File: src/rtl/nnr_pkg.sv
// ----------------------------------------------------------------------------
// nnr_pkg
// Shared types and constants for the nearest-neighbor image resize core:
// beat layouts of both channels, size register set, command and register codes.
// ----------------------------------------------------------------------------
package nnr_pkg;

    // Default sizing of the frame store and pixel width
    localparam int MAX_WIDTH_DEF  = 256;
    localparam int MAX_HEIGHT_DEF = 256;
    localparam int PIXEL_BITS_DEF = 32;

    // Fixed field widths
    localparam int CFG_BITS   = 9;
    localparam int FIELD_BITS = 32;
    localparam int PADDR_BITS = 4;
    localparam int PDATA_BITS = 32;

    // Register indexes (paddr[3:2])
    localparam logic [1:0] REG_SRC_WIDTH  = 2'd0;
    localparam logic [1:0] REG_SRC_HEIGHT = 2'd1;
    localparam logic [1:0] REG_DST_WIDTH  = 2'd2;
    localparam logic [1:0] REG_DST_HEIGHT = 2'd3;

    // Input commands
    localparam logic CMD_LOAD = 1'b0;
    localparam logic CMD_EMIT = 1'b1;

    typedef struct packed {
        logic                  cmd;
        logic [FIELD_BITS-1:0] pixel_in;
    } in_beat_t;

    typedef struct packed {
        logic [FIELD_BITS-1:0] pixel_out;
        logic                  frame_last;
    } out_beat_t;

    typedef struct packed {
        logic [CFG_BITS-1:0] src_width;
        logic [CFG_BITS-1:0] src_height;
        logic [CFG_BITS-1:0] dst_width;
        logic [CFG_BITS-1:0] dst_height;
    } size_cfg_t;

endpackage

File: src/rtl/nnr_div.sv
// ----------------------------------------------------------------------------
// nnr_div
// Restoring divider, one quotient bit per cycle. Starts on a pulse and holds
// the quotient once busy drops.
// ----------------------------------------------------------------------------
module nnr_div #(
    parameter int NUM_BITS = 18,
    parameter int DEN_BITS = 10
) (
    input  logic                clk,
    input  logic                rst_n,
    input  logic                start,
    input  logic [NUM_BITS-1:0] num,
    input  logic [DEN_BITS-1:0] den,
    output logic                busy,
    output logic [NUM_BITS-1:0] quo
);

    localparam int CNT_BITS = (NUM_BITS > 1) ? $clog2(NUM_BITS) : 1;

    logic                busy_reg;
    logic [CNT_BITS-1:0] cnt_reg;
    logic [NUM_BITS-1:0] num_reg;
    logic [DEN_BITS-1:0] den_reg;
    logic [DEN_BITS-1:0] rem_reg;
    logic [NUM_BITS-1:0] quo_reg;

    logic [DEN_BITS:0]   rem_sh;
    logic                ge;
    logic [DEN_BITS:0]   diff;
    logic [DEN_BITS-1:0] rem_next;

    // trial subtract of the shifted remainder
    assign rem_sh   = {rem_reg, num_reg[NUM_BITS-1]};
    assign ge       = (rem_sh >= {1'b0, den_reg});
    assign diff     = rem_sh - {1'b0, den_reg};
    assign rem_next = ge ? diff[DEN_BITS-1:0] : rem_sh[DEN_BITS-1:0];

    // control: iteration count
    always_ff @(posedge clk or negedge rst_n)
    begin
        if (!rst_n)
        begin
            busy_reg <= 1'b0;
            cnt_reg  <= '0;
        end
        else if (start)
        begin
            busy_reg <= 1'b1;
            cnt_reg  <= CNT_BITS'(NUM_BITS - 1);
        end
        else if (busy_reg)
        begin
            if (cnt_reg == '0)
            begin
                busy_reg <= 1'b0;
            end
            cnt_reg <= cnt_reg - 1'b1;
        end
    end

    // datapath
    always_ff @(posedge clk)
    begin
        if (start)
        begin
            num_reg <= num;
            den_reg <= den;
            rem_reg <= '0;
            quo_reg <= '0;
        end
        else if (busy_reg)
        begin
            num_reg <= {num_reg[NUM_BITS-2:0], 1'b0};
            rem_reg <= rem_next;
            quo_reg <= {quo_reg[NUM_BITS-2:0], ge};
        end
    end

    assign busy = busy_reg;
    assign quo  = quo_reg;

endmodule

File: src/rtl/nnr_front.sv
// ----------------------------------------------------------------------------
// nnr_front
// Front end: takes input beats, tracks load and destination positions, maps
// each destination pixel to its source pixel and queues store operations.
// ----------------------------------------------------------------------------
module nnr_front #(
    parameter int MAX_WIDTH  = nnr_pkg::MAX_WIDTH_DEF,
    parameter int MAX_HEIGHT = nnr_pkg::MAX_HEIGHT_DEF,
    parameter int ADDR_BITS  = 16,
    parameter int ENTRY_BITS = 2 + 16 + nnr_pkg::FIELD_BITS
) (
    input  logic                  clk,
    input  logic                  rst_n,
    input  logic                  in_valid,
    input  nnr_pkg::in_beat_t     in_data,
    output logic                  in_stall,
    input  nnr_pkg::size_cfg_t    cfg,
    input  logic                  q_full,
    output logic                  q_push,
    output logic [ENTRY_BITS-1:0] q_entry
);

    localparam int SWB = $clog2(MAX_WIDTH + 1);
    localparam int SHB = $clog2(MAX_HEIGHT + 1);
    localparam int XB  = (MAX_WIDTH > 1) ? $clog2(MAX_WIDTH) : 1;
    localparam int YB  = (MAX_HEIGHT > 1) ? $clog2(MAX_HEIGHT) : 1;
    localparam int NXB = XB + 1 + SWB;
    localparam int NYB = YB + 1 + SHB;
    localparam int FB  = SWB + SHB;
    localparam int PB  = YB + SWB;

    typedef enum logic [1:0] {S_IDLE, S_DIV, S_ADDR} state_t;

    state_t                state_reg;
    logic [ADDR_BITS-1:0]  load_pos_reg;
    logic [XB-1:0]         col_reg;
    logic [YB-1:0]         row_reg;
    logic                  last_reg;

    logic [SWB-1:0]        sw;
    logic [SWB-1:0]        dw;
    logic [SHB-1:0]        sh;
    logic [SHB-1:0]        dh;

    logic                  accept;
    logic                  is_emit;

    logic [FB-1:0]         frame;
    logic [ADDR_BITS-1:0]  pos;
    logic [FB-1:0]         pos_inc;
    logic [ADDR_BITS-1:0]  load_pos_next;

    logic [XB-1:0]         x_eff;
    logic [YB-1:0]         y_eff;
    logic [XB:0]           x_inc;
    logic [YB:0]           y_inc;
    logic                  x_end;
    logic                  y_end;
    logic [NXB-1:0]        num_x;
    logic [NYB-1:0]        num_y;
    logic [NXB-1:0]        quo_x;
    logic [NYB-1:0]        quo_y;
    logic                  busy_x;
    logic                  busy_y;

    logic [SWB-1:0]        sw_m1;
    logic [SHB-1:0]        sh_m1;
    logic [NXB-1:0]        sx_wide;
    logic [NYB-1:0]        sy_wide;
    logic [PB-1:0]         addr_sum;

    // size registers: zero reads as one, oversize as the store maximum
    always_comb
    begin
        sw = (cfg.src_width == '0) ? SWB'(1) :
             (cfg.src_width > MAX_WIDTH) ? SWB'(MAX_WIDTH) : SWB'(cfg.src_width);
        dw = (cfg.dst_width == '0) ? SWB'(1) :
             (cfg.dst_width > MAX_WIDTH) ? SWB'(MAX_WIDTH) : SWB'(cfg.dst_width);
        sh = (cfg.src_height == '0) ? SHB'(1) :
             (cfg.src_height > MAX_HEIGHT) ? SHB'(MAX_HEIGHT) : SHB'(cfg.src_height);
        dh = (cfg.dst_height == '0) ? SHB'(1) :
             (cfg.dst_height > MAX_HEIGHT) ? SHB'(MAX_HEIGHT) : SHB'(cfg.dst_height);
    end

    assign in_stall = (state_reg != S_IDLE) || q_full;
    assign accept   = in_valid && !in_stall;
    assign is_emit  = (in_data.cmd == nnr_pkg::CMD_EMIT);

    // load position: restart when outside the current frame
    always_comb
    begin
        frame         = {{SHB{1'b0}}, sw} * {{SWB{1'b0}}, sh};
        pos           = (FB'(load_pos_reg) >= frame) ? '0 : load_pos_reg;
        pos_inc       = FB'(pos) + FB'(1);
        load_pos_next = (pos_inc >= frame) ? '0 : pos_inc[ADDR_BITS-1:0];
    end

    // destination position, wrap and source numerators
    always_comb
    begin
        x_eff = (SWB'(col_reg) >= dw) ? '0 : col_reg;
        y_eff = (SHB'(row_reg) >= dh) ? '0 : row_reg;
        x_inc = (XB + 1)'(x_eff) + (XB + 1)'(1);
        y_inc = (YB + 1)'(y_eff) + (YB + 1)'(1);
        x_end = (x_inc >= (XB + 1)'(dw));
        y_end = (y_inc >= (YB + 1)'(dh));
        num_x = NXB'({x_eff, 1'b1}) * NXB'(sw);
        num_y = NYB'({y_eff, 1'b1}) * NYB'(sh);
    end

    nnr_div #(
        .NUM_BITS (NXB),
        .DEN_BITS (SWB + 1)
    ) u_div_x (
        .clk   (clk),
        .rst_n (rst_n),
        .start (accept && is_emit),
        .num   (num_x),
        .den   ({dw, 1'b0}),
        .busy  (busy_x),
        .quo   (quo_x)
    );

    nnr_div #(
        .NUM_BITS (NYB),
        .DEN_BITS (SHB + 1)
    ) u_div_y (
        .clk   (clk),
        .rst_n (rst_n),
        .start (accept && is_emit),
        .num   (num_y),
        .den   ({dh, 1'b0}),
        .busy  (busy_y),
        .quo   (quo_y)
    );

    // clamp source coordinates and form the store address
    always_comb
    begin
        sw_m1    = sw - SWB'(1);
        sh_m1    = sh - SHB'(1);
        sx_wide  = (quo_x > NXB'(sw_m1)) ? NXB'(sw_m1) : quo_x;
        sy_wide  = (quo_y > NYB'(sh_m1)) ? NYB'(sh_m1) : quo_y;
        addr_sum = PB'(sy_wide[YB-1:0]) * PB'(sw) + PB'(sx_wide[XB-1:0]);
    end

    // queue entry: {read, last, address, pixel}
    always_comb
    begin
        q_push  = 1'b0;
        q_entry = {1'b0, 1'b0, pos, in_data.pixel_in};
        unique case (state_reg)
            S_IDLE:
            begin
                q_push = accept && !is_emit;
            end
            S_ADDR:
            begin
                q_push  = !q_full;
                q_entry = {1'b1, last_reg, addr_sum[ADDR_BITS-1:0],
                           {nnr_pkg::FIELD_BITS{1'b0}}};
            end
            default:
            begin
                q_push = 1'b0;
            end
        endcase
    end

    // sequencer and position registers
    always_ff @(posedge clk or negedge rst_n)
    begin
        if (!rst_n)
        begin
            state_reg    <= S_IDLE;
            load_pos_reg <= '0;
            col_reg      <= '0;
            row_reg      <= '0;
            last_reg     <= 1'b0;
        end
        else
        begin
            unique case (state_reg)
                S_IDLE:
                begin
                    if (accept && !is_emit)
                    begin
                        load_pos_reg <= load_pos_next;
                    end
                    else if (accept)
                    begin
                        last_reg  <= x_end && y_end;
                        col_reg   <= x_end ? '0 : x_inc[XB-1:0];
                        row_reg   <= !x_end ? y_eff : (y_end ? '0 : y_inc[YB-1:0]);
                        state_reg <= S_DIV;
                    end
                end
                S_DIV:
                begin
                    if (!busy_x && !busy_y)
                    begin
                        state_reg <= S_ADDR;
                    end
                end
                S_ADDR:
                begin
                    if (!q_full)
                    begin
                        state_reg <= S_IDLE;
                    end
                end
                default:
                begin
                    state_reg <= S_IDLE;
                end
            endcase
        end
    end

endmodule

File: config.mk
export PLATFORM = sky130hd
export DESIGN_NAME = nnr_front
export DESIGN_NICKNAME = d
export VERILOG_FILES = /design/src/rtl/nnr_pkg.sv /design/src/rtl/nnr_div.sv /design/src/rtl/nnr_front.sv
export SDC_FILE = /design/constraint.sdc
export NUM_CORES = 1
export LEC_CHECK = 0
export ABC_AREA = 1
export BUFFER_PORTS_ARGS = -buffer_cell sky130_fd_sc_hd__buf_2
export CORE_ASPECT_RATIO = 0.9
export CORE_MARGIN = 2
export CORE_UTILIZATION = 40
export CTS_CLUSTER_SIZE = 14
export DETAILED_ROUTE_END_ITERATION = 8
export GPL_TIMING_DRIVEN = 0
export HOLD_SLACK_MARGIN = 0.02
export PLACE_DENSITY = 0.53
export SYNTH_ARGS = -nofsm -noshare
export SYNTH_HDL_FRONTEND = slang
export SYNTH_SLANG_ARGS = --single-unit
File: constraint.sdc
create_clock -name clk -period 12.7 [get_ports clk]
set_clock_uncertainty 0.2 [all_clocks]
set_input_delay 2.54 -clock clk [delete_from_list [all_inputs] [get_ports clk]]
set_output_delay 2.54 -clock clk [all_outputs]
set_load 0.05 [all_outputs]
==> key figures, run 1 <==
Logic synthesis
  – Synth Area in Compound Gates: 9.46%
  – Yosys cell types: 50
  – Synth warn: 0
  – Post-Synth Adder-Cell Area: 35.5%
  – Combinational family with the most area after synthesis: adder cells
  – Synth Register Bits: 157
  – Synth Area in Simple Gates: 21.1%
  – Synth Area in XOR/XNOR: 2.59%
  – Post-Syn Area: 20600 um^2
  – Syn avg cell area: 7.49 um^2
  – Post-synth EDFFs: 54
  – Async SR Flop Fraction: 29.9%
  – Multiplexer share of the synthesized area: 0%
  – Synthesized instance count: 2750
  – Mapped Nets: 3286
  – Register area share after synthesis: 19.0%
  – Prevailing post-synth register cell: dfxtp_1

STA
  – Fmax: 80.8 MHz
  – Tcrit/Tclk final: 97.5%
  – Fin. Hold Viols: 0
  – Actual slew at the worst max-slew pin: 1.27 ns
  – Max Slew Vio Count: 0
  – Post-layout worst setup margin: 0.324 ns
  – Rel. slew slack: 15.2%
  – Finish-stage setup viols: 0
  – Tmin final: 12.38 ns

Layout
  – FF+latch area: 3920 um^2
  – Fillers: 5104
  – Area of the multi-input gates: 14500 um^2
  – Finished Cell Area: 23400 um^2
  – Finished Core Util: 46.1%
  – Antenna diodes: 0
  – P&R area growth vs syn: 13.4%
  – Layout cells sized above 1: 10.9%
  – Most common cell after layout, fill and taps aside: inv_1
  – Most frequent cells in the layout: inv_1, nand2_1, nor2_1
  – Final Net Count: 3460

Clocking
  – # hold bufs at CTS: 0
  – CTS clk-pin slew, worst paths: 0.08 ns
  – Clock Sinks: 157
  – Root Buffer: clkbuf_16
  – CTS max path bufs: 2
  – CTS Buf Count: 17
  – CTS tree: done
  – Worst-Skew Late Latency: 0.49 ns
  – H-tree levels: 4

GRT
  – Vias in the first global route: 18167
  – Total GRT Usage: 23.2%
  – First-pass GRT wire length: 97100 um
  – Initial antenna violation count: 0
  – Overflow after GRT: 0
  – Pin count of the biggest net entering global routing: 48

Die
  – Die X: 243 um
  – # IOs: 125
  – CORE AREA: 50700 um^2
  – Starting Density: 40.7%
  – Row count: 78
  – Die area: 53300 um^2
  – Die height: 219 um

Worst setup path
  – Crit path from: cfg[35]
  – Arr. time, crit path: 9.64 ns
  – Flop-to-flop setup slack: 5.98 ns
  – CP Class: primary input to output port
  – Critical Path Sink: q_entry[46]
  – Crit-path max cell delay: 0.56 ns
  – Slowest-stage cell, CP: fa_1
  – Critical path endpoint category: output port
  – Critical Path Fanout Max: 10
  – RR Endpoint: u_div_x.num_reg[14]$_DFFE_PP_
  – Reg-to-Reg Start: col_reg[2]$_DFFE_PN0P_
  – CP dominant cell by count: inv_1
  – CP Launch Type: primary input
  – Reg2reg path depth: 25
  – CP required: 9.96 ns

Placement
  – Port Buffers: 123
  – Place WS: -1.20 ns
  – Final HPWL DP: 49500 um
  – GPL Wtd Cong: 0.890
  – Area post-placement: 22100 um^2

Detailed routing
  – Drt pass-1 iters: 7
  – Drt total wl: 60600 um
  – Via count: 18514
  – DR iter-0 viols: 1242
  – Routed Antenna Nets: 0
  – Remaining DRCs: 0
  – Routed vias/inst: 5.12
  – WL/cell: 16.8 um

Flow run
  – Max Cap Violations: 0

Run status
  – Outcome: completed

Hold path
  – Hold Path Class: register to register
## per-stage QoR
| stage | setup TNS [ns] | std cells | hold slack, ns |
|---|---|---|---|
| 2_1_floorplan | 0 | 2750 | 0.244 |
| 3_3_place_gp | -9.14 | 3553 | 0.255 |
| 3_5_place_dp | -11.62 | 3553 | 0.262 |
| 4_1_cts | 0 | 3585 | 0.279 |
| 5_1_grt | -0.0469 | 3617 | 0.307 |
| 6_report | 0 | 3617 | 0.279 |
## worst min path at each step
stage	depth (start not counted)	slack [ns]	start	endpoint
2_1_floorplan	2	0.24	u_div_y.cnt_reg[1]$_DFFE_PN0P_	u_div_y.cnt_reg[1]$_DFFE_PN0P_
3_3_place_gp	2	0.26	u_div_y.cnt_reg[1]$_DFFE_PN0P_	u_div_y.cnt_reg[1]$_DFFE_PN0P_
3_5_place_dp	2	0.26	u_div_y.cnt_reg[1]$_DFFE_PN0P_	u_div_y.cnt_reg[1]$_DFFE_PN0P_
4_1_cts	2	0.28	u_div_y.cnt_reg[1]$_DFFE_PN0P_	u_div_y.cnt_reg[1]$_DFFE_PN0P_
5_1_grt	2	0.31	u_div_y.rem_reg[7]$_SDFFE_PP0P_	u_div_y.rem_reg[7]$_SDFFE_PP0P_
6_report	2	0.28	u_div_y.cnt_reg[1]$_DFFE_PN0P_	u_div_y.cnt_reg[1]$_DFFE_PN0P_
## metal layers
layer	GRT usage, %	part of all wire [%]	vias to the layer above	routed length [um]
met5	0	0	-	0
met4	4.19	0.87	0	526
met3	3.53	5.6	29	3390
met2	36.9	45	452	27500
met1	33.7	48	9048	29200
li1	-	-	8985	-
## Yosys cell counts, types with 4 or more instances
cell type  number  area [um^2]
dfrtp_1        47         1180
inv_2           8         30.0
o211ai_1       15          113
xor2_1         43          377
nand3b_1        4         30.0
o21bai_1        7         52.6
inv_1         591         2220
buf_2          15         75.1
nand4_1        37          231
nand3_1        95          475
and2_1          4         25.0
o21ai_0       110          551
a211oi_1        4         30.0
nor4_1          6         37.5
clkbuf_1       46          173
o22ai_1        14         87.6
ha_1          262         3280
a22oi_1        40          300
clkinv_1        5         18.8
dfxtp_1        56         1120
buf_1           4         15.0
nand2_1       578         2170
nor2_1        296         1110
edfxtp_1       54         1620
xnor2_1        18          158
o21ai_1        12         60.1
or2_2          10         62.6
fa_1          201         4020
nor3_1         16         80.1
a31oi_1         9         56.3
nor2_2          7         43.8
a21oi_1       105          526
## critical path: cells and delay by family
kind	cells	cell delay (ns)
fa+ha+maj	6	2.72
simple gates	11	1.39
xor+xnor	1	0.22
compound gates	4	0.76
buf+inv	12	1.95
## cells by family (layout without fill, tap and decap cells)
| family | count (synthesis) | after routing |
|---|---|---|
| adders and majority gates | 463 | 463 |
| and+or+nand+nor | 1061 | 1061 |
| xor gates and xnor gates | 61 | 61 |
| buffers and inverters | 671 | 858 |
| AOI/OAI and AO/OA | 337 | 337 |
| DFF | 157 | 157 |
## layout make-up
class                   instances  share of cell area (%)
clock buffers                  17                    1.82
well taps                     680                    3.64
flip-flops and latches        157                    16.8
inverters                     604                    9.85
repair buffers                158                    3.85
multi-input cells            1922                    62.0
clock inverters                15                   0.739
plain buffers                  64                    1.36
## what timing repair did
action,CTS,global route
pin swaps,0,23
gates resized for setup,49,98
setup endpoints to repair,15,25
setup buffers,2,33
Power of run 1 is left out: the tool's default activity adds up to more than one toggle a clock period on the data nets, which glitch-free logic cannot reach.
==> run 2: changes to the inputs <==
Settings changed: CORE_UTILIZATION 40 to 56, PLACE_DENSITY 0.53 to 0.71.
==> run 2 against run 1 <==
  * First-iteration DRC count rose by 43%
  * Die area fell by 28%
  * Design area fell by 1.8%
  * Utilization rose by 17 points
  * Critical path type unchanged
  * Highest routed layer unchanged
==> key figures, run 2 (same netlist as run 1, synthesis figures left out) <==
Run status
  – Outcome: completed

Clocking
  – Root Buffer: clkbuf_16
  – CTS tree: done
  – H-tree levels: 4
  – Worst-Skew Late Latency: 0.47 ns
  – # hold bufs at CTS: 0
  – CTS max path bufs: 2
  – CTS clk-pin slew, worst paths: 0.08 ns
  – CTS Buf Count: 17
  – Clock Sinks: 157

STA
  – Tmin final: 12.34 ns
  – Actual slew at the worst max-slew pin: 1.24 ns
  – Rel. slew slack: 17.4%
  – Fin. Hold Viols: 0
  – Fmax: 81.0 MHz
  – Max Slew Vio Count: 0
  – Setup TNS: 0 ns
  – Tcrit/Tclk final: 97.2%
  – Post-layout worst setup margin: 0.357 ns
  – Finish-stage setup viols: 0

Die
  – Die height: 186 um
  – Die area: 38300 um^2
  – Row count: 66
  – # IOs: 125
  – Starting Density: 56.9%
  – Die X: 206 um
  – CORE AREA: 36200 um^2

GRT
  – Total GRT Usage: 30.7%
  – Most utilized layer in the global route result: met2
  – GR Util met3: 7.98%
  – Vias in the first global route: 18135
  – First-pass GRT wire length: 91400 um
  – Met1 Use GR: 42.4%
  – Initial antenna violation count: 1
  – Pin count of the biggest net entering global routing: 48
  – Overflow after GRT: 0
  – Met2 usage: 47.9%

Detailed routing
  – Routed vias/inst: 5.55
  – Remaining DRCs: 0
  – WL/cell: 16.9 um
  – Via count: 18914
  – Routed Antenna Nets: 0
  – Drt total wl: 57500 um
  – Drt pass-1 iters: 6
  – DR iter-0 viols: 1770

Layout
  – Most frequent cells in the layout: inv_1, nand2_1, nor2_1
  – P&R area growth vs syn: 11.3%
  – Final Net Count: 3451
  – FF+latch area: 3920 um^2
  – Area of the multi-input gates: 14400 um^2
  – Most common cell after layout, fill and taps aside: inv_1
  – Non-Filler Instances: 3405
  – Layout cells sized above 1: 10.1%
  – Fillers: 3314

Hold path
  – Min-Delay Endpoint: u_div_y.cnt_reg[1]$_DFFE_PN0P_
  – HP Start: u_div_y.cnt_reg[1]$_DFFE_PN0P_
  – Hold Crit Depth: 2
  – Hold Path Class: register to register

Placement
  – GPL Wtd Cong: 0.951
  – Port Buffers: 123
  – Place WS: -0.896 ns
  – Post-Place Cells: 3349
  – Final HPWL DP: 46400 um

Worst setup path
  – CP required: 9.96 ns
  – Arr. time, crit path: 9.60 ns
  – Crit-path max cell delay: 0.53 ns
  – CP Class: primary input to output port
  – Slowest-stage cell, CP: fa_1
  – Critical path endpoint category: output port
  – Flop-to-flop setup slack: 5.94 ns
  – Critical Path Fanout Max: 10
  – CP dominant cell by count: nand2_1
  – Crit path from: cfg[22]
  – Reg2reg path depth: 28
  – Reg-to-Reg Start: col_reg[2]$_DFFE_PN0P_
  – CP Launch Type: primary input
  – RR Endpoint: u_div_x.num_reg[15]$_DFFE_PP_

Flow run
  – Max Cap Violations: 0
==> run 2: cell count changes in the layout (fill, tap and decap cells not counted), moves of 2 or more <==
cell	delta
buf_4	-12
clkbuf_4	+6
nor2_4	-4
a21oi_1	+3
a21oi_2	-3
buf_2	-3
nand2_1	+3
nor2_2	+3
ha_1	+2
ha_2	-2
inv_4	+2
nand2_2	-2
o21ai_0	+2
==> run 2: through the flow <==
step           hold slack [ns]  utilization [%]  area, um^2
6_report                 0.278             63.4       22900
2_1_floorplan            0.244                -       20600
5_1_grt                  0.300             63.4       22900
3_3_place_gp             0.257             60.3       21800
3_5_place_dp             0.263             60.3       21800
4_1_cts                  0.281             62.1       22500
==> run 2: cell type report <==
cell class,count,area share (%)
sequential,157,17.1
tap,476,2.60
clock inverter,15,0.720
clock buffer,17,1.86
antenna,1,0.0109
multi-input combinational,1922,62.7
buffer,65,1.38
inverter,604,10.0
timing repair buffer,148,3.56
==> run 2: how the worst max path moves through the flow <==
stage / endpoint / slack, ns / depth (start not counted)
after detailed placement: q_entry[46] / -0.90 / 39
final: q_entry[46] / 0.36 / 39
after global placement: q_entry[46] / -0.85 / 39
after CTS: q_entry[46] / -0.03 / 39
after floorplan: q_entry[45] / 0.20 / 37
after global routing: q_entry[33] / -0.02 / 38
==> run 2: timing repair <==
action	4_1_cts	5_1_grt
pin swaps	0	14
setup buffers	0	25
endpoints found under the setup margin	14	26
resized for setup	32	97
==> run 2: worst max-delay path, delay by kind of cell <==
family | cells | cell delay (ns)
AO/OA/AOI/OAI | 7 | 0.80
adder cells (fa/ha/maj) | 7 | 2.91
buffers and inverters | 9 | 1.04
AND/OR/NAND/NOR | 16 | 2.30
==> run 2: routing by layer <==
layer | up-vias | part of all wire [%]
met4 | 0 | 2.4
li1 | 8974 | -
met2 | 794 | 45
met3 | 111 | 10
met5 | - | 0
met1 | 9035 | 43
Power of run 2 is left out for the same reason.
