### src/rtl/nnr_fifo.sv
// ----------------------------------------------------------------------------
// nnr_fifo
// Two-entry queue between the front end and the frame store back end.
// ----------------------------------------------------------------------------
module nnr_fifo #(
    parameter int WIDTH = 52
) (
    input  logic             clk,
    input  logic             rst_n,
    input  logic             push,
    input  logic [WIDTH-1:0] push_data,
    input  logic             pop,
    output logic [WIDTH-1:0] pop_data,
    output logic             full,
    output logic             empty
);

    logic [WIDTH-1:0] slot_reg [2];
    logic             wr_ptr_reg;
    logic             rd_ptr_reg;
    logic [1:0]       cnt_reg;

    logic             do_push;
    logic             do_pop;

    assign do_push = push && (cnt_reg != 2'd2);
    assign do_pop  = pop && (cnt_reg != 2'd0);

    // pointers and fill level
    always_ff @(posedge clk or negedge rst_n)
    begin
        if (!rst_n)
        begin
            wr_ptr_reg <= 1'b0;
            rd_ptr_reg <= 1'b0;
            cnt_reg    <= 2'd0;
        end
        else
        begin
            if (do_push)
            begin
                wr_ptr_reg <= ~wr_ptr_reg;
            end
            if (do_pop)
            begin
                rd_ptr_reg <= ~rd_ptr_reg;
            end
            if (do_push && !do_pop)
            begin
                cnt_reg <= cnt_reg + 2'd1;
            end
            else if (do_pop && !do_push)
            begin
                cnt_reg <= cnt_reg - 2'd1;
            end
        end
    end

    // storage
    always_ff @(posedge clk)
    begin
        if (do_push)
        begin
            slot_reg[wr_ptr_reg] <= push_data;
        end
    end

    assign pop_data = slot_reg[rd_ptr_reg];
    assign full     = (cnt_reg == 2'd2);
    assign empty    = (cnt_reg == 2'd0);

endmodule

### config.mk
export PLATFORM = sky130hd
export DESIGN_NAME = nnr_fifo
export DESIGN_NICKNAME = d
export VERILOG_FILES = /design/src/rtl/nnr_fifo.sv
export SDC_FILE = /design/constraint.sdc
export NUM_CORES = 1
export LEC_CHECK = 0
export ABC_AREA = 1
export ABC_CLOCK_PERIOD_IN_PS = 7420
export BUFFER_PORTS_ARGS = -buffer_cell sky130_fd_sc_hd__buf_2
export CORE_ASPECT_RATIO = 1.75
export CORE_UTILIZATION = 47
export DETAILED_ROUTE_END_ITERATION = 6
export PLACE_DENSITY = 0.84
export SYNTH_ARGS = -nofsm -noshare
export SYNTH_HDL_FRONTEND = slang
export SYNTH_SLANG_ARGS = --single-unit
### constraint.sdc
create_clock -name clk -period 7.42 [get_ports clk]
set_clock_uncertainty 0.15 [all_clocks]
set_input_delay 0.742 -clock clk [delete_from_list [all_inputs] [get_ports clk]]
set_output_delay 0.742 -clock clk [all_outputs]
set_load 0.02 [all_outputs]
==> impl_results.md, run 1 <==
* Outcome: complete, no violations
* Post-synth EDFFs at ~100
* Pin count of the biggest net entering global routing at 55
* Combined global-route utilization of all metal layers at between 15 and 20%
* Accumulated negative setup slack at 0 ns
* Worst setup path category: reg2out
* Number of global-route vias before repair at 2,495
* Via count at ~2,500
* P_sw at 0.7698 mW
* Horizontal extent of the die at 72.08 um
* Family with the most delay on the worst path: flip-flops
* Share of synthesized flip-flops with an asynchronous set or reset at between 3 and 4%
* Top cells by area, synth: sky130_fd_sc_hd__edfxtp_1 77%, sky130_fd_sc_hd__nand2_1 15%, sky130_fd_sc_hd__dfrtp_1 2.5%
* Crit path required time at ~6.5 ns
* Unrepaired setup endpoints after global routing: false
* Flip-flop count of the largest register after layout at 104
* Share of synthesized area occupied by flip-flops and latches at between 70% and 80%
* Critical path, cell by cell: inv_4 -> nand2_1 -> nand2_1 -> buf_2
* Root buffer selected by CTS: sky130_fd_sc_hd__clkbuf_16
* Wire length per cell after detailed routing at around 13 um
* Max-cap check violation count at 0
* Total Wirelength at 7106 um
* Vert. Die Dim at around 120 um
* Skew-Pair Late Insertion Delay at around 0.33 ns
* TritonCTS clock tree: done
* Max-slew headroom at between 20% and 30%
* Hold Fails Final Rpt at 0
* Number of instances in the synthesized netlist at about 300
* Total setup buffers inserted after CTS at 0
* Hold_ws at 0.05199 ns
* Average vias per placed instance at 4.715
* Fin nets at 470
* Synth warnings at 0
* Worst Tran Pin Value at between 1 and 1.5 ns
* RR Endpoint: slot_reg[1][1]$_DFFE_PP_
* RePlAce Congestion at 0.7045
* Number of DRC violations after detailed-routing iteration 0 at 149
* Cell Area, Synth at 4039 um^2
* Arrival time reported for the critical path endpoint at 2.25 ns
* Share of final-layout standard cells stronger than drive strength 1 at 31.58%
* Total buffers and inverters traversed by the critical path at 2
* Period minus WS final at between 3 and 4 ns
* Total Die Area at 8983 um^2
* Smallest setup slack after layout at 4.282 ns
* Highest cell delay on the worst timing path at roughly 1.0 ns
* Most instantiated flip-flop cell in the synthesis netlist: sky130_fd_sc_hd__edfxtp_1
* Core footprint at 8313 um^2
* Part of the power in combinational logic at 33.0%
* Number of primary I/O pins at 110
* Endpoint class of the critical path: primary output
* Pwr per Cell Area at roughly 420 nW/um^2
* Worst path most repeated cell: sky130_fd_sc_hd__nand2_1
* Share of power burned in the clock network at a little under a quarter
* Post-route clock period utilization at 42.29%
* Net Count, Synth at 360
* Max VDD drop at about 0.26 mV
* Depth of the most critical reg-to-reg path at 3
* Worst-case setup slack after placement at about 4.6 ns
* Startpoint class of the critical path: flop
* Post-synthesis cell type with the largest combined area: sky130_fd_sc_hd__edfxtp_1
* Hold-fix buffers at CTS at 0
* Pleak at ~2.2 nW
* First drt pass iteration count at 4
* Fin. max-slew vios at 0
* Int Pwr at roughly 1.3 mW
* Clock Pin Slew Worst Setup and Hold Paths at roughly 0.070 ns
* Buffer levels on the longest clock path at 2
* Cts bufs inserted at 9
* Power share of the sequential group at roughly 44%
* Number of clock sinks at about 110
* Total power at approximately 2.1 mW
* Maximum clock frequency at about 320 MHz
* Proportion of total power due to net switching at 37.24%
* Crit path depth at 4
* Detailed Place HPWL at between 4000 and 5000 um
* Worst r2r src: cnt_reg[0]$_DFFE_PN0P_
* Number of antenna violations at the first check in global routing at 0
* Area growth from synthesis to final layout at 22.65%
* First-pass GRT wire length at 11,340 um
* Leading cell type by number of instances after synthesis: sky130_fd_sc_hd__nand2_1
* Number of cells upsized or downsized after cts at 0
* Number of standard-cell rows in the floorplan at 44
* Critical-path cell with the highest stage delay: sky130_fd_sc_hd__dfrtp_2
* Per-instance average area after synthesis at approximately 13 um^2
* Area share of the leading cell type in the synthesized netlist at between 70% and 80%
* Port bufs at between 100 and 150
* #FFs+latches synth at around 110
* Antenna Nets Post-Route at 0
* Worst hold-check path type: in2async
* Count of unique library cells instantiated by Yosys at 18
* Initial core utilization at about half
* Number of failing setup endpoints in the final timing report at 0
* Top fanout value on the critical path at 54
* Slack of the worst reg-to-reg path at between 5 and 6 ns
* H-tree levels at 3
* Final antenna diode count at 0
* Overflow after GRT at 0
* Number of remaining DRC errors at 0
* Commonest cells in the synthesized netlist: 165 x sky130_fd_sc_hd__nand2_1, 104 x sky130_fd_sc_hd__edfxtp_1, 6 x sky130_fd_sc_hd__inv_1, 5 x sky130_fd_sc_hd__buf_2, 5 x sky130_fd_sc_hd__buf_6
-- metrics by stage --
step,area [um^2],util (%),instances
after global routing,4954,59.59,533
final,4954,59.59,533
after CTS,4954,59.59,533
after floorplan,4039,-,303
after global placement,4656,56.01,517
after detailed placement,4656,56.01,517
-- routing by layer --
layer	up-vias	GRT usage (%)	wire length [um]
met3	18	4.693	318
met1	1182	18.17	2653
li1	1234	-	-
met5	-	0	0
met4	0	9.227	220
met2	79	28.97	3913
-- cells by family (layout without fill, tap and decap cells) --
kind of cell               after synthesis  after routing  synth area share, %
xor gates and xnor gates                 1              1               0.2169
AOI/OAI and AO/OA                        2              2               0.2478
adders and majority gates                1              1               0.3097
DFF                                    108            108                79.80
buffers and inverters                   19            134                3.005
and+or+nand+nor                        172            172                16.42
-- layout by cell type, fill, tap and decap left out, types with 2 or more instances in the layout --
cell type and n:
sky130_fd_sc_hd__o21ai_1 2, sky130_fd_sc_hd__nor2_4 2, sky130_fd_sc_hd__inv_6 3, sky130_fd_sc_hd__nand2_1 165, sky130_fd_sc_hd__inv_1 5, sky130_fd_sc_hd__inv_2 2
sky130_fd_sc_hd__buf_2 109, sky130_fd_sc_hd__dfrtp_1 3, sky130_fd_sc_hd__edfxtp_1 104, sky130_fd_sc_hd__clkbuf_16 9
-- worst max path at each step --
| stage | from | end | slack (ns) |
|---|---|---|---|
| finish | rd_ptr_reg$_DFFE_PN0P_ | pop_data[21] | 4.28 |
| global route | rd_ptr_reg$_DFFE_PN0P_ | pop_data[19] | 4.09 |
| CTS | rd_ptr_reg$_DFFE_PN0P_ | pop_data[21] | 4.24 |
| detailed placement | rd_ptr_reg$_DFFE_PN0P_ | pop_data[21] | 4.63 |
| global placement | rd_ptr_reg$_DFFE_PN0P_ | pop_data[21] | 4.66 |
| floorplan | push | slot_reg[1][0]$_DFFE_PP_ | 3.81 |
-- power by group through the flow --
stage | registers (mW) | clock network (mW) | logic (mW)
finish | 0.917 | 0.469 | 0.682
global route | 0.934 | 0.498 | 0.756
CTS | 0.919 | 0.478 | 0.694
detailed placement | 0.931 | 0 | 0.692
global placement | 0.923 | 0 | 0.679
floorplan | 0.881 | 0 | 0.524
-- area by class of cell --
class,instances,area (um^2)
clock buffers,9,225.2
clock inverters,7,72.57
fillers,691,3359
inverters,8,32.53
multi-input cells,176,701.9
flip-flops and latches,108,3224
well taps,115,143.9
repair buffers,110,553.0
Power figures use the tool's default switching activity.
==> run 2: changes to the inputs <==
==> config.mk (replaced) <==
export PLATFORM = sky130hd
export DESIGN_NAME = nnr_fifo
export DESIGN_NICKNAME = d
export VERILOG_FILES = /design/src/rtl/nnr_fifo.sv
export SDC_FILE = /design/constraint.sdc
export NUM_CORES = 1
export LEC_CHECK = 0
export ABC_AREA = 0
export ABC_CLOCK_PERIOD_IN_PS = 3000
export BUFFER_PORTS_ARGS = -buffer_cell sky130_fd_sc_hd__buf_2
export CORE_ASPECT_RATIO = 1.75
export CORE_UTILIZATION = 47
export DETAILED_ROUTE_END_ITERATION = 6
export PLACE_DENSITY = 0.83
export SYNTH_ARGS = -nofsm -noshare
export SYNTH_HDL_FRONTEND = slang
export SYNTH_SLANG_ARGS = --single-unit
==> constraint.sdc (replaced) <==
create_clock -name clk -period 3 [get_ports clk]
set_clock_uncertainty 0.15 [all_clocks]
set_input_delay 0.3 -clock clk [delete_from_list [all_inputs] [get_ports clk]]
set_output_delay 0.3 -clock clk [all_outputs]
set_load 0.02 [all_outputs]
==> run 2 against run 1 <==
Non-clock buffer count up 43. Sequential power increased by 140%. Synthesized area rose by 4.0%. Clock power increased by 130%. Synthesized cell count down 40%. Critical path type unchanged.
==> impl_results.md, run 2 <==
* Share of the core filled with cells in the final layout at a little under two thirds
* Accumulated negative setup slack at 0 ns
* RR Endpoint: slot_reg[0][6]$_DFFE_PP_
* Number of antenna violations at the first check in global routing at 0
* Antenna Nets Post-Route at 0
* Cell Area, Synth at about 4200 um^2
* Startpoint of the lowest-slack hold path: push_data[7]
* Number of failing setup endpoints in the final timing report at 0
* Area share of the leading cell type in the synthesized netlist at 74.35%
* Post-synthesis adder-cell area fraction at less than 1%
* Vert. Die Dim at between 100 and 150 um
* Net Count, Synth at about 240
* Worst Tran Pin Value at ~0.55 ns
* Number of remaining DRC errors at 0
* Depth of the most critical reg-to-reg path at 4
* Core footprint at ~8700 um^2
* Buffer levels on the longest clock path at 2
* Most instantiated flip-flop cell in the synthesis netlist: sky130_fd_sc_hd__edfxtp_1
* Number of clock sinks at ~110
* Number of DRC violations after detailed-routing iteration 0 at 100
* Fin. max-slew vios at 0
* Top fanout value on the critical path at 19
* Clock Pin Slew Worst Setup and Hold Paths at 0.06 ns
* Top cells by area, synth: sky130_fd_sc_hd__edfxtp_1 74%, sky130_fd_sc_hd__mux2_4 18%, sky130_fd_sc_hd__buf_12 2.4%
* Number of filler instances in the final layout at 650
* Post-synth EDFFs at roughly 100
* Maximum clock frequency at about 450 MHz
* Most common cell after layout, fill and taps aside: sky130_fd_sc_hd__buf_2
* Worst hold-check path type: in2reg
* Max-cap check violation count at 0
* First-pass GRT wire length at roughly 11,000 um
* Startpoint class of the critical path: flop
* Post-synthesis cell type with the largest combined area: sky130_fd_sc_hd__edfxtp_1
* Xor and xnor area share after synthesis at 1.043%
* RePlAce Congestion at roughly 0.72
* Compound-Gate Fraction of Synth Area at 0.1192%
* Share of synthesized flip-flops with an asynchronous set or reset at roughly 3.7%
* Via count at about 2,200
* Initial core utilization at between 40% and 50%
* Number of standard-cell rows in the floorplan at 45
* Post-route clock period utilization at 74.59%
* Hold Crit Depth at 1
* Max VDD drop at 0.5731 mV
* Detailed Place HPWL at roughly 4700 um
* Pleak at between 2 and 2.5 nW
* Commonest cells in the synthesized netlist: 104 x sky130_fd_sc_hd__edfxtp_1, 49 x sky130_fd_sc_hd__mux2_4, 5 x sky130_fd_sc_hd__buf_12, 4 x sky130_fd_sc_hd__dfrtp_1
* Hold Fails Final Rpt at 0
* #FFs+latches synth at between 100 and 150
* Outcome: complete, no violations
* Commonest cells after routing, fill and taps aside: 109 x sky130_fd_sc_hd__buf_2, 104 x sky130_fd_sc_hd__edfxtp_1, 49 x sky130_fd_sc_hd__mux2_4
* Overflow after GRT at 0
* Wire length per cell after detailed routing at roughly 16 um
* TritonCTS clock tree: done
* Unrepaired setup endpoints after global routing: false
* Slack of the worst reg-to-reg path at ~1 ns
* Worst r2r src: cnt_reg[0]$_DFFE_PN0P_
* Number of global-route vias before repair at 2,334
* Basic-gate share of the synthesized area counting and, or, nand and nor cells at less than 1%
* Arrival time reported for the critical path endpoint at 1.79 ns
* Fin nets at ~400
* Combined global-route utilization of all metal layers at 16.59%
* Area growth from synthesis to final layout at 31.81%
* Cts bufs inserted at 9
* Root buffer selected by CTS: sky130_fd_sc_hd__clkbuf_16
* Flip-flop count of the largest register after layout at 104
* Worst setup path category: reg2out
* H-tree levels at 3
* Count of unique library cells instantiated by Yosys at 15
* Crit path required time at ~2.6 ns
* Horizontal extent of the die at around 73 um
* Port bufs at 109
* Average vias per placed instance at 4.676
* Skew-Pair Late Insertion Delay at between 0.3 and 0.4 ns
* First drt pass iteration count at 4
* WHS Endpoint: slot_reg[1][7]$_DFFE_PP_
* Endpoint class of the critical path: primary output
* Number of instances in the synthesized netlist at 181
* Synth warnings at 0
* Number of cells upsized or downsized after cts at 0
* Total Wirelength at around 7300 um
* Pwr per Cell Area at ~950 nW/um^2
* Final antenna diode count at 0
* Combinational family with the most area after synthesis: multiplexers
* Share of synthesized area occupied by flip-flops and latches at approximately 77%
* Max-slew headroom at between 60% and 70%
* Per-instance average area after synthesis at 23.21 um^2
* Share of final-layout standard cells stronger than drive strength 1 at 52.19%
* Period minus WS final at between 2 and 2.5 ns
* Number of primary I/O pins at 110
* Leading cell type by number of instances after synthesis: sky130_fd_sc_hd__edfxtp_1
* Total Die Area at approximately 9300 um^2
* Pin count of the biggest net entering global routing at 37
* Multiplexer share of the synthesized area at between 10% and 20%
==> run 2: cell count changes in the layout (fill, tap and decap cells not counted), sizes merged, moves of 2 or more <==
cell,change
xor2,+2
xnor2,+2
clkbuf,+3
nand2,-164
mux2,+52
inv,-9
dlygate4sd3,+40
buf,+3
==> run 2: routing by layer <==
metal	routed length (um)	GRT usage, %
met1	2776	17.90
met2	4035	28.98
met3	255	3.233
met4	232	10.29
met5	0	0
==> run 2: how the worst max path moves through the flow <==
stage	slack, ns	from	cells past startpoint	to
floorplan	0.42	cnt_reg[0]$_DFFE_PN0P_	3	slot_reg[0][0]$_DFFE_PP_
global placement	1.10	cnt_reg[0]$_DFFE_PN0P_	4	slot_reg[0][24]$_DFFE_PP_
detailed placement	0.99	cnt_reg[0]$_DFFE_PN0P_	4	slot_reg[0][24]$_DFFE_PP_
CTS	0.72	rd_ptr_reg$_DFFE_PN0P_	3	pop_data[40]
global route	0.68	rd_ptr_reg$_DFFE_PN0P_	3	pop_data[29]
finish	0.76	rd_ptr_reg$_DFFE_PN0P_	3	pop_data[40]
==> run 2: stage by stage <==
stage                     hold slack [ns]  std cells  setup slack [ns]  instance area (um^2)  total power [mW]
after floorplan                   -0.1456        181            0.4244                  4203             3.741
after global placement           -0.03789        405             1.102                  4861             4.109
after detailed placement         -0.03384        405            0.9949                  4861             4.183
after CTS                       0.0004744        460            0.7196                  5537             5.330
after global routing             0.001258        460            0.6811                  5537             5.507
final                             0.01156        460            0.7623                  5537             5.265
==> run 2: final cells by class <==
cell class                      instances  area (um^2)  area share (%)
Multi-Input combinational cell         65        867.1           15.66
Sequential cell                       108         3227           58.28
Tap cell                              117        146.4           2.644
Inverter                                2        7.507          0.1356
Clock inverter                          3        38.79          0.7006
Clock buffer                           12        236.5           4.271
Timing Repair Buffer                  153         1013           18.31
==> run 2: critical path, stage by stage, from the launching register on <==
cell and delay [ns]:
sky130_fd_sc_hd__dfrtp_4 0.56, sky130_fd_sc_hd__buf_4 0.38, sky130_fd_sc_hd__mux2_4 0.34, sky130_fd_sc_hd__buf_2 0.16
==> run 2: kinds of logic (layout without fill, tap and decap cells) <==
group	after synthesis	in the layout
flops	108	108
mux	52	52
buf+inv	8	170
simple gates	6	6
xor+xnor	5	5
fa+ha+maj	1	1
compound gates	1	1
==> run 2: where the power goes <==
group          total, mW  leakage [nW]  switching (mW)  internal (mW)
sequential          2.22          1.01           0.146           2.07
clock               1.10         0.134           0.460          0.639
combinational       1.95          1.10            1.05          0.905
==> run 2: timing repair <==
action                    4_1_cts  5_1_grt
hold endpoints to repair       81        0
hold buffers                   40        0
setup buffers                   0        0
==> run 3: changes to the inputs <==
==> config.mk (replaced) <==
export PLATFORM = sky130hd
export DESIGN_NAME = nnr_fifo
export DESIGN_NICKNAME = d
export VERILOG_FILES = /design/src/rtl/nnr_fifo.sv
export SDC_FILE = /design/constraint.sdc
export NUM_CORES = 1
export LEC_CHECK = 0
export ABC_AREA = 1
export ABC_CLOCK_PERIOD_IN_PS = 2280
export BUFFER_PORTS_ARGS = -buffer_cell sky130_fd_sc_hd__buf_2
export CORE_ASPECT_RATIO = 1.75
export CORE_UTILIZATION = 47
export DETAILED_ROUTE_END_ITERATION = 6
export PLACE_DENSITY = 0.84
export SYNTH_ARGS = -nofsm -noshare
export SYNTH_HDL_FRONTEND = slang
export SYNTH_SLANG_ARGS = --single-unit
==> constraint.sdc (replaced) <==
create_clock -name clk -period 2.28 [get_ports clk]
set_clock_uncertainty 0.15 [all_clocks]
set_input_delay 0.228 -clock clk [delete_from_list [all_inputs] [get_ports clk]]
set_output_delay 0.228 -clock clk [all_outputs]
set_load 0.02 [all_outputs]
==> run 3 against run 2 <==
Register-to-register slack lost 0.37 ns. First-iteration DRC count grew 86%. Non-clock buffer count increased by 14. Critical path type unchanged. Die area down 3.8%. Wire length increased by 18%. Critical path depth is 1 higher. Sequential power up 28%. Total power rose by 34%. Final cell count increased by 28%. Largest power group unchanged. Critical endpoint is now pop_data[10].
==> impl_results.md, run 3 (synthesis gave the netlist of run 1 again) <==
* Worst r2r src: cnt_reg[0]$_DFFE_PN0P_
* Root buffer selected by CTS: sky130_fd_sc_hd__clkbuf_16
* Most common cell after layout, fill and taps aside: sky130_fd_sc_hd__nand2_1
* Top metal layer carrying routed signals: met4
* Number of antenna violations at the first check in global routing at 1
* Crit path from: rd_ptr_reg$_DFFE_PN0P_
* Endpoint class of the critical path: primary output
* Worst-case setup slack after placement at 0.6549 ns
* Arrival time reported for the critical path endpoint at between 1.5 and 2 ns
* First drt pass iteration count at 4
* Outcome: complete, no violations
* Critical-path cell with the highest stage delay: sky130_fd_sc_hd__dfrtp_2
* Horizontal extent of the die at ~72 um
* Capturing instance or port of the critical path: pop_data[10]
* Via count at around 2,800
* Average vias per placed instance at approximately 4.7
* Total power at approximately 7.0 mW
* Accumulated negative setup slack at 0 ns
* Max VDD drop at between 0.8 and 0.9 mV
* Clock Pin Slew Worst Setup and Hold Paths at ~0.06 ns
* Total Die Area at 8983 um^2
* Worst setup path category: reg2out
* WL met2 at approximately 4700 um
* Total buffers and inverters traversed by the critical path at 2
* Number of standard-cell rows in the floorplan at 44
* Number of global-route vias before repair at 2,739
* Startpoint class of the critical path: flop
* Highest cell delay on the worst timing path at 0.43 ns
* Worst path most repeated cell: sky130_fd_sc_hd__nand2_1
* Crit path required time at approximately 1.9 ns
* Period minus WS final at about 2 ns
* Slack of the worst reg-to-reg path at around 0.65 ns
* Critical path, cell by cell: inv_4 -> nand2_1 -> nand2_1 -> buf_2
* Commonest cells after routing, fill and taps aside: 165 x sky130_fd_sc_hd__nand2_1, 109 x sky130_fd_sc_hd__buf_2, 104 x sky130_fd_sc_hd__edfxtp_1
* Smallest setup slack after layout at about 0.28 ns
* Combined global-route utilization of all metal layers at about a fifth
* Maximum clock frequency at 500.0 MHz
* Number of primary I/O pins at 110
* Core footprint at just over 8000 um^2
* Wire length per cell after detailed routing at about 15 um
* Buffer levels on the longest clock path at 2
* Cts bufs inserted at 9
* Top fanout value on the critical path at between 50 and 60
* First-pass GRT wire length at around 13,000 um
* Total Wirelength at around 8600 um
* Initial core utilization at between 40% and 50%
* Share of final-layout standard cells stronger than drive strength 1 at between 20% and 30%
* Number of DRC violations after detailed-routing iteration 0 at roughly 190
* Detailed Place HPWL at ~5000 um
* Pleak at ~2.4 nW
* Routed length on met3 at between 300 and 400 um
* Crit path depth at 4
* Hold Fails Final Rpt at 0
* TritonCTS clock tree: done
* Fin nets at 527
* Pin count of the biggest net entering global routing at 54
* Wire length on met1 at 3298 um
* Unrepaired setup endpoints after global routing: false
* Depth of the most critical reg-to-reg path at 5
* Number of remaining DRC errors at 0
* Fin. max-slew vios at 0
* Area growth from synthesis to final layout at 37.79%
* Worst Tran Pin Value at roughly 0.53 ns
* Overflow after GRT at 0
* Pwr per Cell Area at around 1300 nW/um^2
* Number of failing setup endpoints in the final timing report at 0
* H-tree levels at 3
* RePlAce Congestion at 0.8005
* Post-route clock period utilization at between 80% and 90%
* Max-slew headroom at about two thirds
* Number of clock sinks at 108
* RR Endpoint: slot_reg[0][23]$_DFFE_PP_
* Antenna Nets Post-Route at 0
* Vert. Die Dim at approximately 120 um
* Flip-flop count of the largest register after layout at 104
* Skew-Pair Late Insertion Delay at approximately 0.34 ns
* Max-cap check violation count at 0
* Family with the most delay on the worst path: buffers and inverters
* Port bufs at 109
* Worst hold-check path type: in2async
-- run 3: changes by cell type in the layout (fill, tap and decap cells not counted), moves of 3 or more --
cell | before | now
sky130_fd_sc_hd__mux2_4 | 49 | 0
sky130_fd_sc_hd__inv_1 | 2 | 5
sky130_fd_sc_hd__mux2_2 | 3 | 0
sky130_fd_sc_hd__nand2_1 | 1 | 165
sky130_fd_sc_hd__dlygate4sd3_1 | 40 | 54
-- run 3: layout make-up --
| cell class | instances | area, um^2 |
|---|---|---|
| inverter | 8 | 36.28 |
| fill | 556 | 2748 |
| clock inverter | 6 | 86.33 |
| multi-input combinational | 176 | 701.9 |
| antenna | 1 | 2.502 |
| clock buffer | 10 | 229.0 |
| timing repair buffer | 167 | 1141 |
| tap | 115 | 143.9 |
| sequential | 108 | 3224 |
-- run 3: power breakdown --
group | switching [mW] | total (mW) | internal [mW]
combinational | 1.80 | 2.56 | 0.767
sequential | 0.138 | 2.85 | 2.71
clock | 0.663 | 1.63 | 0.965
-- run 3: repair_timing --
action / CTS / global route
hold endpoints to repair: 109 / 0
hold buffers: 54 / 0
setup buffers: 0 / 0
gates resized for setup: 0 / 0
-- run 3: worst min path at each step --
stage | to | slack [ns] | from
after floorplan | cnt_reg[0]$_DFFE_PN0P_ | -0.22 | rst_n
final | cnt_reg[0]$_DFFE_PN0P_ | 0.06 | rst_n
after global routing | wr_ptr_reg$_DFFE_PN0P_ | 0.08 | rst_n
after global placement | cnt_reg[1]$_DFFE_PN0P_ | -0.11 | rst_n
after detailed placement | cnt_reg[0]$_DFFE_PN0P_ | -0.11 | rst_n
after CTS | cnt_reg[0]$_DFFE_PN0P_ | 0.05 | rst_n
-- run 3: per-layer routing --
metal	GRT usage (%)	vias up
met5	0	-
met1	23.17	1326
met3	3.641	23
met4	11.30	0
li1	-	1347
met2	34.96	101
-- run 3: through the flow --
step	util (%)	hold slack (ns)	instances	cell area (um^2)
after global routing	66.95	0.07810	591	5565
after global placement	56.62	-0.1136	520	4707
final	66.95	0.06178	591	5565
after CTS	66.92	0.05393	590	5563
after detailed placement	56.62	-0.1092	520	4707
after floorplan	-	-0.2176	303	4050
